File: src/rtl/core/mct_pkg.sv
package mct_pkg;

    localparam int NUM_TIMERS           = 3;
    localparam int BLINK_HALF_PERIOD_MS = 1000;

    localparam int CNT_W  = 20;
    localparam int TICK_W = 10;
    localparam int PROG_W = 3;
    localparam int CODE_W = 2;

    localparam logic [CNT_W-1:0] CNT_MAX = {CNT_W{1'b1}};

    // Channel state codes, as they appear on the output.
    localparam logic [CODE_W-1:0] CH_OFF = 2'd0;
    localparam logic [CODE_W-1:0] CH_RUN = 2'd1;
    localparam logic [CODE_W-1:0] CH_FIN = 2'd2;

    // Status pixel color codes.
    localparam logic [CODE_W-1:0] COLOR_OFF   = 2'd0;
    localparam logic [CODE_W-1:0] COLOR_RED   = 2'd1;
    localparam logic [CODE_W-1:0] COLOR_GREEN = 2'd2;

    // Register map, one 32-bit word per register.
    localparam int PADDR_W   = 5;
    localparam int REG_IDX_W = 3;
    localparam logic [REG_IDX_W-1:0] REG_TICK         = 3'd0;
    localparam logic [REG_IDX_W-1:0] REG_START_HOLD   = 3'd1;
    localparam logic [REG_IDX_W-1:0] REG_STOP_HOLD    = 3'd2;
    localparam logic [REG_IDX_W-1:0] REG_IGNORE_HOLD  = 3'd3;
    localparam logic [REG_IDX_W-1:0] REG_RUN_DURATION = 3'd4;
    localparam logic [REG_IDX_W-1:0] REG_BLINK_SHOW   = 3'd5;
    localparam logic [REG_IDX_W-1:0] REG_SLEEP_WAIT   = 3'd6;

    localparam logic [TICK_W-1:0] RST_TICK         = 10'd100;
    localparam logic [CNT_W-1:0]  RST_START_HOLD   = 20'd100;
    localparam logic [CNT_W-1:0]  RST_STOP_HOLD    = 20'd2000;
    localparam logic [CNT_W-1:0]  RST_IGNORE_HOLD  = 20'd5000;
    localparam logic [CNT_W-1:0]  RST_RUN_DURATION = 20'd24000;
    localparam logic [CNT_W-1:0]  RST_BLINK_SHOW   = 20'd20000;
    localparam logic [CNT_W-1:0]  RST_SLEEP_WAIT   = 20'd5000;

    // Blink phase is bit 0 of elapsed / BLINK_HALF_PERIOD_MS, taken as a
    // multiply by a rounded-up reciprocal. With the shift at CNT_W plus the
    // bits of the divisor the quotient is exact for every counter value.
    localparam int BLINK_SHIFT = CNT_W + $clog2(BLINK_HALF_PERIOD_MS);
    localparam int RECIP_W     = CNT_W + 1;
    localparam int PROD_W      = CNT_W + RECIP_W;
    localparam logic [RECIP_W-1:0] BLINK_RECIP = RECIP_W'(
        ((64'd1 << BLINK_SHIFT) + 64'(BLINK_HALF_PERIOD_MS) - 64'd1)
        / 64'(BLINK_HALF_PERIOD_MS));

    // Stream layouts.
    localparam int S_DATA_W    = 8;
    localparam int COLOR_LSB   = 0;
    localparam int PROG_LSB    = CODE_W * NUM_TIMERS;
    localparam int STATE_LSB   = PROG_LSB + PROG_W * NUM_TIMERS;
    localparam int SLEEP_BIT   = STATE_LSB + CODE_W * NUM_TIMERS;
    localparam int M_DATA_W    = ((SLEEP_BIT + 1 + 7) / 8) * 8;

    typedef struct packed {
        logic [TICK_W-1:0] tick_ms;
        logic [CNT_W-1:0]  start_hold_ms;
        logic [CNT_W-1:0]  stop_hold_ms;
        logic [CNT_W-1:0]  ignore_hold_ms;
        logic [CNT_W-1:0]  run_duration_ms;
        logic [CNT_W-1:0]  blink_show_ms;
        logic [CNT_W-1:0]  sleep_wait_ms;
    } t_cfg;

    typedef struct packed {
        logic [CODE_W-1:0] color;
        logic [PROG_W-1:0] prog;
        logic [CODE_W-1:0] state;
        logic              sleep_block;
    } t_lane_out;

endpackage

File: src/rtl/core/mct_lane.sv
module mct_lane import mct_pkg::*; (
    input  logic      i_clk,
    input  logic      i_rst_n,
    input  logic      i_accept,
    input  logic      i_pressed,
    input  t_cfg      i_cfg,
    output t_lane_out o_lane
);

    logic [CODE_W-1:0] r_state, n_state;
    logic [CNT_W-1:0]  r_elapsed, n_elapsed;
    logic [CNT_W-1:0]  r_hold, n_hold;

    // Snapshot of the updated channel, decoded into pixels one stage later.
    logic [CODE_W-1:0] r_s_state;
    logic [CNT_W-1:0]  r_s_elapsed;
    logic              r_s_pressed;
    logic              r_s_run;

    logic [CODE_W-1:0] st1;
    logic [CNT_W-1:0]  e1;
    logic [CNT_W:0]    hold_sum, elap_sum;
    logic [CNT_W-1:0]  hold_sat, elap_sat, tick_ext;

    logic [PROD_W-1:0]  prod;
    logic               blink_odd;
    logic [CNT_W+1:0]   e_x3, dur_x1, dur_x2;
    logic               show_on, sleep_wait_on;

    assign tick_ext = {{(CNT_W-TICK_W){1'b0}}, i_cfg.tick_ms};
    assign hold_sum = {1'b0, r_hold} + {1'b0, tick_ext};
    assign hold_sat = hold_sum[CNT_W] ? CNT_MAX : hold_sum[CNT_W-1:0];

    always_comb begin
        st1    = r_state;
        e1     = r_elapsed;
        n_hold = hold_sat;
        if (!i_pressed) begin
            n_hold = '0;
            if (r_hold > i_cfg.ignore_hold_ms) begin
                st1 = r_state;
            end else if (r_hold > i_cfg.stop_hold_ms) begin
                st1 = CH_OFF;
            end else if (r_hold > i_cfg.start_hold_ms && r_state != CH_RUN) begin
                st1 = CH_RUN;
                e1  = '0;
            end
        end
    end

    assign elap_sum = {1'b0, e1} + {1'b0, tick_ext};
    assign elap_sat = elap_sum[CNT_W] ? CNT_MAX : elap_sum[CNT_W-1:0];

    // A channel that runs out restarts its counter at zero and then counts
    // its first finished tick in the same update.
    always_comb begin
        n_state   = st1;
        n_elapsed = e1;
        case (st1)
            CH_RUN: begin
                if (elap_sat > i_cfg.run_duration_ms) begin
                    n_state   = CH_FIN;
                    n_elapsed = tick_ext;
                end else begin
                    n_elapsed = elap_sat;
                end
            end
            CH_FIN: begin
                n_elapsed = elap_sat;
            end
            default: begin
                n_elapsed = e1;
            end
        endcase
    end

    always_ff @(posedge i_clk) begin
        if (!i_rst_n) begin
            r_state   <= CH_OFF;
            r_elapsed <= '0;
            r_hold    <= '0;
        end else if (i_accept) begin
            r_state   <= n_state;
            r_elapsed <= n_elapsed;
            r_hold    <= n_hold;
        end
    end

    always_ff @(posedge i_clk) begin
        if (i_accept) begin
            r_s_state   <= n_state;
            r_s_elapsed <= n_elapsed;
            r_s_pressed <= i_pressed;
            r_s_run     <= (st1 == CH_RUN);
        end
    end

    assign prod      = {{RECIP_W{1'b0}}, r_s_elapsed} * {{CNT_W{1'b0}}, BLINK_RECIP};
    assign blink_odd = prod[BLINK_SHIFT];

    // e > floor(d/3) holds exactly when 3e > d, and likewise for 2d/3.
    assign e_x3   = {1'b0, r_s_elapsed, 1'b0} + {2'b00, r_s_elapsed};
    assign dur_x1 = {2'b00, i_cfg.run_duration_ms};
    assign dur_x2 = {1'b0, i_cfg.run_duration_ms, 1'b0};

    assign show_on       = (r_s_elapsed < i_cfg.blink_show_ms) && !blink_odd;
    assign sleep_wait_on = (r_s_elapsed < i_cfg.sleep_wait_ms);

    always_comb begin
        o_lane.color = COLOR_OFF;
        o_lane.prog  = '0;
        o_lane.state = r_s_state;
        case (r_s_state)
            CH_RUN: begin
                o_lane.color   = blink_odd ? COLOR_OFF : COLOR_RED;
                o_lane.prog[0] = (e_x3 > dur_x1);
                o_lane.prog[1] = (e_x3 > dur_x2);
            end
            CH_FIN: begin
                if (show_on) begin
                    o_lane.color = COLOR_GREEN;
                    o_lane.prog  = '1;
                end
            end
            default: begin
                o_lane.color = COLOR_OFF;
            end
        endcase
        o_lane.sleep_block = r_s_pressed || r_s_run
                             || ((r_s_state == CH_FIN) && sleep_wait_on);
    end

endmodule

File: src/rtl/core/mct_merge.sv
module mct_merge import mct_pkg::*; (
    input  logic                i_clk,
    input  logic                i_rst_n,
    input  logic                i_valid,
    input  t_lane_out           i_lanes [NUM_TIMERS],
    input  logic                i_m_axis_tready,
    output logic                o_take,
    output logic                o_m_axis_tvalid,
    output logic [M_DATA_W-1:0] o_m_axis_tdata
);

    logic                r_valid;
    logic [M_DATA_W-1:0] r_data, n_data;

    assign o_take = !r_valid || i_m_axis_tready;

    always_comb begin
        n_data            = '0;
        n_data[SLEEP_BIT] = 1'b1;
        for (int i = 0; i < NUM_TIMERS; i++) begin
            n_data[COLOR_LSB + CODE_W*i +: CODE_W] = i_lanes[i].color;
            n_data[PROG_LSB  + PROG_W*i +: PROG_W] = i_lanes[i].prog;
            n_data[STATE_LSB + CODE_W*i +: CODE_W] = i_lanes[i].state;
            if (i_lanes[i].sleep_block) begin
                n_data[SLEEP_BIT] = 1'b0;
            end
        end
    end

    always_ff @(posedge i_clk) begin
        if (!i_rst_n) begin
            r_valid <= 1'b0;
        end else if (o_take) begin
            r_valid <= i_valid;
        end
    end

    always_ff @(posedge i_clk) begin
        if (o_take && i_valid) begin
            r_data <= n_data;
        end
    end

    assign o_m_axis_tvalid = r_valid;
    assign o_m_axis_tdata  = r_data;

endmodule

File: src/rtl/core/multi_countdown_timer_with_hold_buttons.sv
// Channel   Direction  Handshake                        Payload
// s_axis    in         i_s_axis_tvalid/o_s_axis_tready  buttons_pressed, one tick
// m_axis    out        o_m_axis_tvalid/i_m_axis_tready  colors, progress, states, sleep
// apb       in         i_psel/i_penable/i_pwrite        seven timing registers
//
// One tick enters per clock cycle while the input is not stalled: the lane stage
// registers the updated channels at the transfer, and the pixel decode of that
// stage feeds the output register, which takes the result once it is free.
// Reset (synchronous, active low) turns every channel off and clears all counters.
// A stalled output holds its result; a new tick is still taken while the lane stage
// is free, and the input stalls only when both stages hold results.
module multi_countdown_timer_with_hold_buttons import mct_pkg::*; (
    input  logic                i_clk,
    input  logic                i_rst_n,
    input  logic                i_s_axis_tvalid,
    output logic                o_s_axis_tready,
    // [2:0] buttons_pressed, [7:3] zero
    input  logic [S_DATA_W-1:0] i_s_axis_tdata,
    output logic                o_m_axis_tvalid,
    input  logic                i_m_axis_tready,
    // [5:0] status_colors, [14:6] progress_mask, [20:15] timer_states,
    // [21] sleep_allowed, [23:22] zero
    output logic [M_DATA_W-1:0] o_m_axis_tdata,
    input  logic                i_psel,
    input  logic                i_penable,
    input  logic                i_pwrite,
    input  logic [PADDR_W-1:0]  i_paddr,
    input  logic [31:0]         i_pwdata,
    output logic [31:0]         o_prdata,
    output logic                o_pready
);

    t_cfg             r_cfg;
    logic             r_s1_valid;
    logic             take;
    logic             accept;
    logic             cfg_wr;
    logic [REG_IDX_W-1:0] reg_idx;
    t_lane_out        lanes [NUM_TIMERS];

    assign o_pready = 1'b1;
    assign cfg_wr   = i_psel && i_penable && i_pwrite && o_pready;
    assign reg_idx  = i_paddr[PADDR_W-1:2];

    always_ff @(posedge i_clk) begin
        if (!i_rst_n) begin
            r_cfg.tick_ms         <= RST_TICK;
            r_cfg.start_hold_ms   <= RST_START_HOLD;
            r_cfg.stop_hold_ms    <= RST_STOP_HOLD;
            r_cfg.ignore_hold_ms  <= RST_IGNORE_HOLD;
            r_cfg.run_duration_ms <= RST_RUN_DURATION;
            r_cfg.blink_show_ms   <= RST_BLINK_SHOW;
            r_cfg.sleep_wait_ms   <= RST_SLEEP_WAIT;
        end else if (cfg_wr) begin
            case (reg_idx)
                REG_TICK:         r_cfg.tick_ms         <= i_pwdata[TICK_W-1:0];
                REG_START_HOLD:   r_cfg.start_hold_ms   <= i_pwdata[CNT_W-1:0];
                REG_STOP_HOLD:    r_cfg.stop_hold_ms    <= i_pwdata[CNT_W-1:0];
                REG_IGNORE_HOLD:  r_cfg.ignore_hold_ms  <= i_pwdata[CNT_W-1:0];
                REG_RUN_DURATION: r_cfg.run_duration_ms <= i_pwdata[CNT_W-1:0];
                REG_BLINK_SHOW:   r_cfg.blink_show_ms   <= i_pwdata[CNT_W-1:0];
                REG_SLEEP_WAIT:   r_cfg.sleep_wait_ms   <= i_pwdata[CNT_W-1:0];
                default: begin
                end
            endcase
        end
    end

    always_comb begin
        o_prdata = '0;
        case (reg_idx)
            REG_TICK:         o_prdata = {{(32-TICK_W){1'b0}}, r_cfg.tick_ms};
            REG_START_HOLD:   o_prdata = {{(32-CNT_W){1'b0}}, r_cfg.start_hold_ms};
            REG_STOP_HOLD:    o_prdata = {{(32-CNT_W){1'b0}}, r_cfg.stop_hold_ms};
            REG_IGNORE_HOLD:  o_prdata = {{(32-CNT_W){1'b0}}, r_cfg.ignore_hold_ms};
            REG_RUN_DURATION: o_prdata = {{(32-CNT_W){1'b0}}, r_cfg.run_duration_ms};
            REG_BLINK_SHOW:   o_prdata = {{(32-CNT_W){1'b0}}, r_cfg.blink_show_ms};
            REG_SLEEP_WAIT:   o_prdata = {{(32-CNT_W){1'b0}}, r_cfg.sleep_wait_ms};
            default:          o_prdata = '0;
        endcase
    end

    assign o_s_axis_tready = !r_s1_valid || take;
    assign accept          = i_s_axis_tvalid && o_s_axis_tready;

    always_ff @(posedge i_clk) begin
        if (!i_rst_n) begin
            r_s1_valid <= 1'b0;
        end else if (accept) begin
            r_s1_valid <= 1'b1;
        end else if (take) begin
            r_s1_valid <= 1'b0;
        end
    end

    for (genvar g = 0; g < NUM_TIMERS; g++) begin : g_lane
        logic pressed;
        if (g < 3) begin : g_btn
            assign pressed = i_s_axis_tdata[g];
        end else begin : g_nobtn
            assign pressed = 1'b0;
        end
        mct_lane u_lane (
            .i_clk     (i_clk),
            .i_rst_n   (i_rst_n),
            .i_accept  (accept),
            .i_pressed (pressed),
            .i_cfg     (r_cfg),
            .o_lane    (lanes[g])
        );
    end

    mct_merge u_merge (
        .i_clk           (i_clk),
        .i_rst_n         (i_rst_n),
        .i_valid         (r_s1_valid),
        .i_lanes         (lanes),
        .i_m_axis_tready (i_m_axis_tready),
        .o_take          (take),
        .o_m_axis_tvalid (o_m_axis_tvalid),
        .o_m_axis_tdata  (o_m_axis_tdata)
    );

    // A full lane stage behind a stalled output must hold off the input.
    assert property (@(posedge i_clk) disable iff (!i_rst_n)
        (r_s1_valid && o_m_axis_tvalid && !i_m_axis_tready) |-> !o_s_axis_tready)
        else $error("input taken while both stages are full and stalled");

    for (genvar g = 0; g < NUM_TIMERS; g++) begin : g_chk
        // The unused state code never leaves a lane.
        assert property (@(posedge i_clk) disable iff (!i_rst_n)
            o_m_axis_tvalid |->
                (o_m_axis_tdata[STATE_LSB + CODE_W*g +: CODE_W] != 2'd3))
            else $error("unused channel state code on output");

        // Sleep is never allowed while a channel reports running.
        assert property (@(posedge i_clk) disable iff (!i_rst_n)
            (o_m_axis_tvalid && o_m_axis_tdata[SLEEP_BIT]) |->
                (o_m_axis_tdata[STATE_LSB + CODE_W*g +: CODE_W] != CH_RUN))
            else $error("sleep allowed with a running channel");

        // The last progress pixel only lights together with a green status pixel.
        assert property (@(posedge i_clk) disable iff (!i_rst_n)
            (o_m_axis_tvalid && o_m_axis_tdata[PROG_LSB + PROG_W*g + 2]) |->
                (o_m_axis_tdata[COLOR_LSB + CODE_W*g +: CODE_W] == COLOR_GREEN))
            else $error("third progress pixel lit without green status");
    end

endmodule
File: config.mk
export PLATFORM = sky130hd
export DESIGN_NAME = multi_countdown_timer_with_hold_buttons
export DESIGN_NICKNAME = d
export VERILOG_FILES = /design/src/rtl/core/mct_pkg.sv /design/src/rtl/core/mct_lane.sv /design/src/rtl/core/mct_merge.sv /design/src/rtl/core/multi_countdown_timer_with_hold_buttons.sv
export SDC_FILE = /design/constraint.sdc
export NUM_CORES = 2
export LEC_CHECK = 0
export ABC_AREA = 1
export BUFFER_PORTS_ARGS = -buffer_cell sky130_fd_sc_hd__buf_2
export CAP_MARGIN = 10
export CORE_MARGIN = 3
export CORE_UTILIZATION = 65
export DETAILED_ROUTE_END_ITERATION = 8
export PLACE_DENSITY = 0.84
export SLEW_MARGIN = 15
export SYNTH_ARGS = -nofsm -noshare
export SYNTH_HDL_FRONTEND = slang
export SYNTH_SLANG_ARGS = --single-unit
File: constraint.sdc
create_clock -name i_clk -period 8.9 [get_ports i_clk]
set_input_delay 1.78 -clock i_clk [delete_from_list [all_inputs] [get_ports i_clk]]
set_output_delay 1.78 -clock i_clk [all_outputs]
set_load 0.02 [all_outputs]
==> results.yml <==
critical_path:
  cp.required_ps: 9390
  crit_path_start_kind: "flip-flop"
  critPathSlowestCell: "a21oi_2"
  cpPeakStageDelay_ps: 570
  rr_worst_depth: 34
  arrival_ps: 7830
  rrSetupSlack_ps: 1560
  timing.rr.start: "r_cfg[118]"
  critPathMaxFanout: 19
  r2r_end: "g_lane[1].u_lane.r_elapsed[1]"
  cpMostUsedCell: "nand2_1"
  critPathCapture: "g_lane[1].u_lane.r_elapsed[1]"
  startpoint: "r_cfg[118]"
  crit_type: "reg -> reg"
  end_kind: "flip-flop"
cts:
  clkSinkCount: 352
  post_cts_buffers: 0
  ctsHoldBuffers: 0
  clk_latency_ps: 620
  cts_tree: "built"
  cts_resized: 0
  clkTransAtPathRegs_ps: 60
  clock_path_buffers: 3
  cts_buffers: 41
  cts-root-buf: "clkbuf_16"
  htree_levels: 2
synthesis:
  yosysTopAreaCell: "ha_1"
  synth_edf_count: 94
  synth.yosys.seq_area_share_pct: 17.9
  ys_async_sr_fraction_pct: 0
  yosysMostFrequentCell: "inv_1"
  synth_ff_type: "dfxtp_1"
  postSynthAreaPerCell_sq_um: 7.94
  synth_seq_cells: 352
  syn_area_sq_mm: 0.0447
  synth_top_area_share_pct: 26.3
  postSynthCellCount: 5634
  synth_cell_type_count: 65
  yosys-top-cells-area: "ha_1, fa_1, dfxtp_1"
  synth_warnings: 0
  synthTopCellsByCount: "inv_1, nand2_1, ha_1"
pwr:
  internal_power_w: 0.00552
  powerDensity_mw_per_mm2: 214
  netSwitchingFraction_pct: 45.7
  p_sw_w: 0.00465
  seqPwrFrac_pct: 19.0
  clkPwrFrac_pct: 18.5
  leakagePower_nw: 24.5
  comb_power_share_pct: 62.5
  max-vdd-ir-drop_mv: 0.234
drt:
  drt-total-wl_mm: 140
  post_drt_wl_per_cell_microns: 21.2
  post-route-drc-count: 0
  dr.pass1.iters: 8
  vias_per_cell: 6.10
  drtAntennaViolNets: 0
  drtIter0Drc: 4303
  num_vias: 40124
layout:
  syn2layout_area_growth_pct: 6.09
  diodes: 0
  num-nets-final: 6963
  drive_gt1_share_pct: 5.20
  final_util_pct: 70.2
timing:
  finalSetupViolCount: 0
  timing.final.crit_share_pct: 82.5
  worst_pin_slew_ps: 1120
  tns_ps: 0
  post-route-min-period_ps: 7340
  hold_ws_ps: 467
  final_max_slew_viol_count: 0
  fmax_ghz: 0.136
  hold_viol: 0
  clock_skew_ps: 74.0
  slew_headroom_pct: 25.2
  grt_setup_unrepaired: "no"
place:
  dpl.hpwl_mm: 108
  io_buffers: 76
  gp_congestion: 1.02
worst_hold_path:
  hold_class: "reg -> reg"
  whs_path_depth: 2
  min-delay-start: "g_lane[2].u_lane.r_state[0]"
die:
  dieWidth_microns: 268
  dieArea_sq_mm: 0.0720
  initial_core_util_pct: 66.2
  num_rows: 95
  io_pins: 111
  core_area_sq_mm: 0.0676
  die_h_microns: 268
global_route:
  grt_start_max_net_pins: 120
  grt_overflow: 0
  grtUsageTotal_pct: 38.7
  grt_pass1_wl_mm: 215
  grt_pass1_vias: 38795
  antenna_found_initial: 1
run_status:
  status: "finished clean"
job:
  maxCapViolations: 0
==> worst min-delay path by stage <==
stage	endpoint	slack, ps
2_1_floorplan	g_lane[2].u_lane.r_state[0]	450
3_3_place_gp	g_lane[2].u_lane.r_state[0]	460
3_5_place_dp	g_lane[2].u_lane.r_state[0]	460
4_1_cts	g_lane[2].u_lane.r_state[0]	470
5_1_grt	g_lane[2].u_lane.r_state[0]	500
6_report	g_lane[2].u_lane.r_state[0]	470
==> state kept, by name, summed over array words and instances, names as in the netlist, 3 cells and up <==
| register | cells |
|---|---|
| u_merge.o_m_axis_tdata | 22 |
| g_lane.u_lane.r_s_pressed | 3 |
| g_lane.u_lane.r_s_state | 6 |
| g_lane.u_lane.r_elapsed | 60 |
| g_lane.u_lane.r_state | 6 |
| r_cfg | 130 |
| g_lane.u_lane.r_hold | 60 |
| g_lane.u_lane.r_s_elapsed | 60 |
| g_lane.u_lane.r_s_run | 3 |
==> stage by stage <==
stage                     setup WS (ps)  power [W]  std cells  cell area [sq um]
after floorplan                    2640    0.00657       5647              44800
after global placement             1390    0.00785       6505              46000
after detailed placement           1190    0.00821       6505              46000
after CTS                          1660     0.0101       6581              47500
after global routing                980     0.0112       6581              47500
final                              1560     0.0102       6581              47500
==> metal layers <==
layer | global-route usage (%) | up-vias | part of all wire [%]
met5 | 0 | - | 0.0079
met3 | 6.90 | 575 | 11
met4 | 24.1 | 2 | 7.5
met1 | 49.8 | 18695 | 39
met2 | 60.7 | 2067 | 43
li1 | - | 18785 | -
==> layout make-up <==
type,count,area [sq um]
clock buffers,55,1190
clock inverters,21,308
well taps,873,1090
fillers,5410,20200
flip-flops and latches,352,7990
inverters,1025,3850
multi-input cells,4146,32400
repair buffers,109,631
==> worst max-delay path, delay by kind of cell, from the launching register on <==
| family | cells | cell delay, ps |
|---|---|---|
| and+or+nand+nor | 21 | 3720 |
| AOI/OAI and AO/OA | 7 | 1590 |
| adders and majority gates | 3 | 980 |
| buffers and inverters | 3 | 570 |
| DFF | 1 | 320 |
==> power groups by stage <==
stage | sequential [W] | combinational, W | clock, W
floorplan | 0.00188 | 0.00468 | 0
global placement | 0.00196 | 0.00589 | 0
detailed placement | 0.00196 | 0.00625 | 0
CTS | 0.00193 | 0.00634 | 0.00188
global route | 0.00194 | 0.00734 | 0.00194
finish | 0.00194 | 0.00635 | 0.00188
==> cell families after synthesis <==
group | synth area share, %
xor gates and xnor gates | 2.80
AOI/OAI and AO/OA | 14.0
and+or+nand+nor | 15.9
DFF | 17.9
adders and majority gates | 39.5
other | 0.0168
buffers and inverters | 9.89
==> layout by cell type, fill, tap and decap left out, drive strengths merged, types with 51 or more instances in the layout <==
master,count
nand3,176
dfxtp,258
nand2,996
clkbuf,55
buf,109
nor2,309
fa,294
inv,1025
xor2,96
nor3,51
nand4,80
ha,942
o21ai,326
edfxtp,94
a21oi,546
Note: power is estimated with default switching activity, not from simulation.
